[config.mk]
export PLATFORM = sky130hd
export DESIGN_NAME = vftf_ctrl
export DESIGN_NICKNAME = d
export VERILOG_FILES = /design/src/vftf_pkg.sv /design/src/vftf_ctrl.sv
export SDC_FILE = /design/constraint.sdc
export NUM_CORES = 1
export LEC_CHECK = 0
export BUFFER_PORTS_ARGS = -buffer_cell sky130_fd_sc_hd__buf_2
export CORE_UTILIZATION = 30
export CTS_CLUSTER_SIZE = 25
export DETAILED_ROUTE_END_ITERATION = 6
export PLACE_DENSITY_LB_ADDON = 0.15
export SYNTH_ARGS = -nofsm -noshare
export SYNTH_HDL_FRONTEND = slang
export SYNTH_SLANG_ARGS = --single-unit
[constraint.sdc]
create_clock -name clock -period 2.04 [get_ports clock]
set_input_delay 0.204 -clock clock [delete_from_list [all_inputs] [get_ports clock]]
set_output_delay 0.204 -clock clock [all_outputs]
set_load 0.02 [all_outputs]
[src/vftf_pkg.sv]
`default_nettype none
// ----------------------------------------------------------------------------
// vftf_pkg
// Shared types, constants and handshake structs for the value frequency
// threshold finder.
// ----------------------------------------------------------------------------
package vftf_pkg;

   localparam int VALUE_BITS = 12;
   localparam int COUNT_BITS = 3;
   localparam int FIELD_VALUE_W = 12;
   localparam int TOTAL_W = 13;
   localparam int MIN_OCC_W = 3;
   localparam int CMP_BITS = (COUNT_BITS > MIN_OCC_W) ? COUNT_BITS : MIN_OCC_W;

   typedef logic [VALUE_BITS-1:0] idx_type;
   typedef logic [VALUE_BITS:0] addr_type;
   typedef logic [COUNT_BITS-1:0] count_type;
   typedef logic [CMP_BITS-1:0] cmp_type;
   typedef logic [MIN_OCC_W-1:0] min_occ_type;
   typedef logic [TOTAL_W-1:0] total_type;
   typedef logic [FIELD_VALUE_W-1:0] field_value_type;

   localparam count_type COUNT_MAX = count_type'((1 << COUNT_BITS) - 1);
   localparam min_occ_type MIN_OCC_RESET = min_occ_type'(2);

   typedef enum logic [1:0] {
      FUNC_ADD   = 2'd0,
      FUNC_FIND  = 2'd1,
      FUNC_CLEAR = 2'd2,
      FUNC_NONE  = 2'd3
   } func_type;

   typedef struct packed {
      func_type        func;
      field_value_type value;
   } req_type;

   typedef struct packed {
      total_type       qualified_total;
      logic            found;
      field_value_type found_value;
   } rsp_type;

   typedef struct packed {
      logic accept;       // latch item, seed address
      logic clear_total;
      logic sweep_wr;     // write zero at address, advance
      logic add_rd;
      logic add_wr;
      logic scan;         // issue find read, check previous
      logic load_rsp;
   } cmd_type;

   typedef struct packed {
      logic addr_end;
      logic hit;
      logic scan_end;
   } sts_type;

endpackage
`default_nettype wire

[src/vftf_ctrl.sv]
`default_nettype none
// ----------------------------------------------------------------------------
// vftf_ctrl
// Sequencer: power-up clearing sweep, one item at a time, result handshake.
// ----------------------------------------------------------------------------
module vftf_ctrl (
   input  wire logic               clock,
   input  wire logic               reset,
   input  wire logic               req_valid,
   output logic                    req_ready,
   input  wire vftf_pkg::func_type req_func,
   output logic                    rsp_valid,
   input  wire logic               rsp_ready,
   input  wire vftf_pkg::sts_type  sts,
   output vftf_pkg::cmd_type       cmd
);

   typedef enum logic [6:0] {
      S_INIT   = 7'b0000001,
      S_IDLE   = 7'b0000010,
      S_ADD_RD = 7'b0000100,
      S_ADD_WR = 7'b0001000,
      S_FIND   = 7'b0010000,
      S_CLEAR  = 7'b0100000,
      S_FINISH = 7'b1000000
   } state_type;

   state_type state_ff, state_in;
   logic      rsp_valid_ff, rsp_valid_in;
   logic      out_free;

   assign out_free  = !rsp_valid_ff || rsp_ready;
   assign req_ready = (state_ff == S_IDLE);
   assign rsp_valid = rsp_valid_ff;

   always_comb begin
      state_in = state_ff;
      cmd      = '0;
      unique case (state_ff)
         S_INIT: begin
            cmd.sweep_wr = 1'b1;
            if (sts.addr_end) begin
               state_in = S_IDLE;
            end
         end
         S_IDLE: begin
            if (req_valid) begin
               cmd.accept      = 1'b1;
               cmd.clear_total = (req_func == vftf_pkg::FUNC_CLEAR);
               unique case (req_func)
                  vftf_pkg::FUNC_ADD:   state_in = S_ADD_RD;
                  vftf_pkg::FUNC_FIND:  state_in = S_FIND;
                  vftf_pkg::FUNC_CLEAR: state_in = S_CLEAR;
                  vftf_pkg::FUNC_NONE:  state_in = S_FINISH;
               endcase
            end
         end
         S_ADD_RD: begin
            cmd.add_rd = 1'b1;
            state_in   = S_ADD_WR;
         end
         S_ADD_WR: begin
            // write-back held until the result register can take the transfer
            if (out_free) begin
               cmd.add_wr   = 1'b1;
               cmd.load_rsp = 1'b1;
               state_in     = S_IDLE;
            end
         end
         S_FIND: begin
            cmd.scan = 1'b1;
            if (sts.hit || sts.scan_end) begin
               state_in = S_FINISH;
            end
         end
         S_CLEAR: begin
            cmd.sweep_wr = 1'b1;
            if (sts.addr_end) begin
               state_in = S_FINISH;
            end
         end
         S_FINISH: begin
            if (out_free) begin
               cmd.load_rsp = 1'b1;
               state_in     = S_IDLE;
            end
         end
         default: begin
            state_in = S_INIT;
         end
      endcase
   end

   always_comb begin
      rsp_valid_in = rsp_valid_ff;
      if (cmd.load_rsp) begin
         rsp_valid_in = 1'b1;
      end else if (rsp_ready) begin
         rsp_valid_in = 1'b0;
      end
   end

   always_ff @(posedge clock) begin
      if (reset) begin
         state_ff     <= S_INIT;
         rsp_valid_ff <= 1'b0;
      end else begin
         state_ff     <= state_in;
         rsp_valid_ff <= rsp_valid_in;
      end
   end

endmodule
`default_nettype wire

==> impl_metrics.py, run 1 <==
metrics = {
    "worst_setup_path": {
        "cp.required_ns": 1.84,
        "start_kind": "register",
        "worst_setup_path_end_kind": "output pin",
        "cp_cell_sequence": "buf_4 > nor4b_2 > nand2_1 > inv_1 > nand2_1 > nor2_1 > buf_2",
        "crit_path_top_delay_cell": "nor4b_2",
        "arrival_ns": 1.67,
        "critPathKind": "register to output pin",
        "cpPeakStageDelay_ns": 0.34,
        "cp_max_fo": 9,
        "cp_common_cell": "nand2_1",
    },
    "job": {
        "maxCapViolCount": 0,
    },
    "detailed_routing": {
        "routed_wl_um": 1490,
        "num_vias": 645,
        "vias_per_cell": 5.33,
        "ant_nets": 0,
        "drc_errors": 0,
        "wl_per_cell_um": 12.3,
        "drtIter0Drc": 55,
        "dr.pass1.iters": 4,
    },
    "global_route": {
        "grt_pass1_vias": 538,
        "track_usage_pct": 16.3,
        "grt_max_degree": 10,
        "grt_overflow": 0,
        "grt_pass1_wl_um": 2390,
        "antenna_found_initial": 0,
    },
    "synthesis": {
        "syn_inst": 74,
        "syn_area_per_cell_sq_um": 7.83,
        "synth-edff-count": 0,
        "synth_fp_nets": 83,
        "async_flop_share_pct": 0,
        "synth.distinct_cells": 35,
        "synth_flop_cell": "dfxtp_1",
        "synth_top_cell_by_area": "dfxtp_1",
        "synth_warnings": 0,
        "synth_top_cells_by_area": "dfxtp_1, nor2_1, nand3_1",
        "seq_area_frac_synth_pct": 27.6,
        "syn-cell-area_sq_um": 579,
        "synth_top_area_share_pct": 27.6,
        "ys_seq_elements": 8,
    },
    "cts": {
        "cts_made_buffers": 3,
        "cts_hold_repair.buffers": 0,
        "ctsResizeCount": 0,
        "cts.path.max_buffers": 2,
        "cts_setup_buffers": 0,
        "clk_pin_slew_ns": 0.06,
        "worstSkewPairLatency_ns": 0.25,
        "cts_tree": "done",
        "ctsRootBufferMaster": "clkbuf_4",
        "htree_levels": 1,
        "cts.sinks": 8,
    },
    "timing": {
        "skew_ns": 0.000846,
        "maxSlewViolCount": 0,
        "setup_viol": 0,
        "fin_crit_ns": 1.87,
        "worstMarginPinSlew_ns": 0.492,
        "min_period_over_period_pct": 91.8,
        "hold_slack_ns": 0.155,
        "fmax_mhz": 534,
        "slew_headroom_pct": 66.9,
        "grt_setup_unrepaired": "false",
        "finalHoldViolations": 0,
        "finalSetupTns_ns": 0,
    },
    "floorplan": {
        "num_rows": 15,
        "die-area_sq_um": 2110,
        "coreArea_sq_um": 1760,
        "die_w_um": 45.9,
        "ioPinCount": 18,
        "initial_core_util_pct": 32.8,
        "die_h_um": 45.9,
    },
    "final_layout": {
        "stdcell_count": 121,
        "fin_area_sq_um": 743,
        "utilization_pct": 42.1,
        "area_growth_pct": 28.3,
        "nets": 107,
        "mostFrequentLayoutCells": "buf_2, nor2_1, dfxtp_1",
        "mostFrequentLayoutCell": "buf_2",
        "drive_gt1_share_pct": 33.3,
        "n_antenna_cell": 0,
    },
    "min_path": {
        "hold_class": "primary input to register",
    },
    "placed_design": {
        "io_buffer_count": 17,
        "place_inst": 118,
        "gp_congestion": 0.799,
        "dpl_cell_area_sq_um": 714,
        "dp_hpwl_um": 1150,
    },
    "power": {
        "irDropWorstVdd_uv": 340,
        "power.leakage_nw": 0.351,
        "power.density_nw_per_um2": 655,
    },
    "status": {
        "status": "complete, no violations",
    },
}
-- cell families after synthesis --
group,count (synthesis),share of synthesized area [%]
and+or+nand+nor,43,43.8
AOI/OAI and AO/OA,10,12.7
DFF,8,27.6
buffers and inverters,8,7.77
xor gates and xnor gates,3,4.54
muxes,2,3.46
-- final timing paths --
path	end	slack, ns	from	cells after the start
setup / recovery	cmd[5]	0.17	state_ff[6]$_SDFFE_PP0P_	7
hold reg to reg	state_ff[5]$_SDFFE_PP0P_	0.63	state_ff[5]$_SDFFE_PP0P_	3
setup reg to reg	state_ff[6]$_SDFFE_PP0P_	0.21	state_ff[0]$_SDFFE_PP1P_	4
hold / removal	state_ff[2]$_SDFFE_PP0P_	0.15	req_func[0]	2
-- report_power, final --
| group | internal (W) | total, W | switching, W |
|---|---|---|---|
| Combinational | 0.0000776 | 0.000177 | 0.0000990 |
| Sequential | 0.000169 | 0.000189 | 0.0000196 |
| Clock | 0.0000674 | 0.000121 | 0.0000540 |
| Total | 0.000314 | 0.000487 | 0.000173 |
-- worst max-delay path: cells and delay by family (launching register included) --
family	cells	cell delay, ns
buffers and inverters	3	0.43
flip-flops	1	0.31
AND/OR/NAND/NOR	4	0.68
-- registers in the layout, summed over array words and instances, names as in the netlist --
name	count
state_ff	7
rsp_valid	1
-- synthesized netlist by cell type, drive strengths merged (2+ instances only) --
cell,instances
nor3,2
xor2,2
nand4,2
or4,2
nor4,3
buf,3
o21ai,2
nor2b,2
nor2,9
or3,2
nand2,6
clkbuf,2
dfxtp,8
nand3,5
nand4b,2
inv,3
nand2b,2
mux2i,2
-- cell type report --
cell class | count | area (sq um)
clock buffer | 3 | 22.5
timing repair buffer | 24 | 138
multi-input combinational | 58 | 380
sequential | 8 | 160
fill | 195 | 1020
inverter | 3 | 11.3
tap | 25 | 31.3
-- through the flow --
stage / setup slack, ns / power, W
after floorplan: 0.162 / 0.000313
after global placement: 0.268 / 0.000364
after CTS: 0.0538 / 0.000485
final: 0.166 / 0.000487
after detailed placement: 0.239 / 0.000362
after global routing: 0.0736 / 0.000524
-- routing by layer --
layer | track usage [%] | share of wire [%] | up-vias | routed length [um]
li1 | - | - | 320 | -
met1 | 23.3 | 47 | 289 | 698
met2 | 23.1 | 43 | 34 | 641
met3 | 2.38 | 9.4 | 2 | 140
met4 | 8.82 | 0.94 | 0 | 14
met5 | 0 | 0 | - | 0
No activity file was read; power rests on OpenSTA's default activity.
==> run 2: changes to the inputs <==
Settings changed: PLACE_DENSITY set to 0.48, PLACE_DENSITY_LB_ADDON 0.15 to unset.
==> run 2 against run 1 <==
Critical path depth increased by 1. Total power rose by 0.72%. Via count shrank 0.78%. First-iteration DRC count fell by 78%. Combinational power barely moved. Worst setup slack got worse by 0.027 ns. Non-clock buffer count down 1. Cell area down 1.0%. Die area unchanged. Largest cell class unchanged. Largest power group unchanged.
==> impl_metrics.py, run 2 (synthesis results as in run 1) <==
metrics = {
    "final_layout": {
        "largest_reg_flops": 7,
        "mostFrequentLayoutCell": "buf_2",
        "mostFrequentLayoutCells": "buf_2, nor2_1, dfxtp_1",
        "max_flop_register": "state_ff",
        "n_fill_cell": 208,
        "regArea_sq_um": 160,
        "drive_gt1_share_pct": 32.6,
        "n_antenna_cell": 0,
        "area_growth_pct": 27.0,
        "multiInputGateArea_sq_um": 380,
        "nets": 106,
    },
    "cts": {
        "cts_tree": "done",
        "worstSkewPairLatency_ns": 0.26,
        "cts_made_buffers": 3,
        "htree_levels": 1,
        "ctsRootBufferMaster": "clkbuf_4",
        "cts.path.max_buffers": 2,
        "cts_setup_buffers": 0,
        "clk_pin_slew_ns": 0.06,
        "ctsResizeCount": 0,
        "cts.sinks": 8,
        "cts_hold_repair.buffers": 0,
    },
    "worst_setup_path": {
        "r2r_end": "state_ff[5]$_SDFFE_PP0P_",
        "cp_max_fo": 8,
        "arrival_ns": 1.70,
        "start_kind": "register",
        "ff2ff_setup_slack_ns": 0.22,
        "reg2regPathDepth": 4,
        "cp_cell_sequence": "buf_4 > nor4b_2 > buf_4 > nand2_1 > inv_1 > nand2_1 > nor2_1 > buf_2",
        "crit_path_top_delay_cell": "dfxtp_1",
        "worst_setup_path_end_kind": "output pin",
        "critPathKind": "register to output pin",
        "critPathBufInv": 4,
        "reg2reg_from": "state_ff[0]$_SDFFE_PP1P_",
        "critPathTopFamily": "buffers and inverters",
        "cp.required_ns": 1.84,
        "cpPeakStageDelay_ns": 0.32,
    },
    "detailed_routing": {
        "num_vias": 640,
        "drtIter0Drc": 12,
        "vias_per_cell": 5.33,
        "wl_per_cell_um": 12.7,
        "ant_nets": 0,
        "drc_errors": 0,
        "dr.pass1.iters": 4,
        "routed_wl_um": 1520,
    },
    "status": {
        "status": "complete, no violations",
    },
    "job": {
        "maxCapViolCount": 0,
    },
    "power": {
        "total_power_w": 0.000490,
        "power.density_nw_per_um2": 667,
        "power.leakage_nw": 0.346,
        "irDropWorstVdd_uv": 295,
    },
    "global_route": {
        "track_usage_pct": 16.8,
        "antenna_found_initial": 0,
        "grt_pass1_wl_um": 2480,
        "grt_pass1_vias": 568,
        "grt_max_degree": 10,
        "grt_overflow": 0,
    },
    "timing": {
        "grt_setup_unrepaired": "false",
        "hold_slack_ns": 0.138,
        "skew_ns": 0.00596,
        "setup_viol": 0,
        "finalSetupTns_ns": 0,
        "worstMarginPinSlew_ns": 0.435,
        "slew_headroom_pct": 70.7,
        "fmax_mhz": 526,
        "maxSlewViolCount": 0,
        "min_period_over_period_pct": 93.2,
        "finalHoldViolations": 0,
        "worst_slack_ns": 0.139,
        "fin_crit_ns": 1.90,
    },
    "floorplan": {
        "ioPinCount": 18,
        "initial_core_util_pct": 32.8,
        "die_w_um": 45.9,
        "die-area_sq_um": 2110,
        "coreArea_sq_um": 1760,
        "die_h_um": 45.9,
        "num_rows": 15,
    },
    "min_path": {
        "hold_class": "primary input to register",
        "min_from": "req_func[0]",
        "hold_end": "state_ff[2]$_SDFFE_PP0P_",
        "holdPathStages": 2,
    },
    "placed_design": {
        "gp_congestion": 0.804,
        "dp_hpwl_um": 1170,
        "dpl_worst_slack_ns": 0.244,
        "io_buffer_count": 17,
    },
}
[run 2: cell types whose count changed in the layout (fill, tap and decap cells not counted), sizes merged]
cell  before  now
buf       24   23
[run 2: power breakdown]
part	total, W	internal, W	switching (W)
clock	0.000127	0.0000677	0.0000596
sequential	0.000188	0.000169	0.0000187
combinational	0.000175	0.0000774	0.0000977
[run 2: area by class of cell]
class,instances,share of cell area (%)
inverter,3,1.53
clock buffer,3,3.06
tap,25,4.25
multi-input combinational,58,51.7
sequential,8,21.8
timing repair buffer,23,17.7
[run 2: worst max path at each step]
| stage | slack (ns) | start | cells past startpoint | end |
|---|---|---|---|---|
| final | 0.14 | state_ff[6]$_SDFFE_PP0P_ | 8 | cmd[5] |
| after global routing | 0.04 | state_ff[6]$_SDFFE_PP0P_ | 8 | cmd[5] |
| after CTS | 0.08 | state_ff[6]$_SDFFE_PP0P_ | 8 | cmd[5] |
| after detailed placement | 0.24 | state_ff[6]$_SDFFE_PP0P_ | 4 | state_ff[5]$_SDFFE_PP0P_ |
| after global placement | 0.29 | state_ff[6]$_SDFFE_PP0P_ | 4 | state_ff[6]$_SDFFE_PP0P_ |
| after floorplan | 0.16 | state_ff[5]$_SDFFE_PP0P_ | 6 | cmd[5] |
[run 2: per-stage QoR]
stage / util (%) / cells / cell area, sq um
after CTS: 41.3 / 120 / 729
after global placement: 40.1 / 117 / 707
after floorplan: - / 74 / 579
after global routing: 41.7 / 120 / 736
final: 41.7 / 120 / 736
after detailed placement: 40.1 / 117 / 707
[run 2: routing by layer]
metal  GRT usage (%)  wire length, um  up-vias  share of wire (%)
met5               0                0        -                  0
met4            8.82               21        0                1.4
met3            3.57               72        5                4.7
met2            24.2              697       22                 46
met1            23.1              726      298                 48
li1                -                -      315                  -
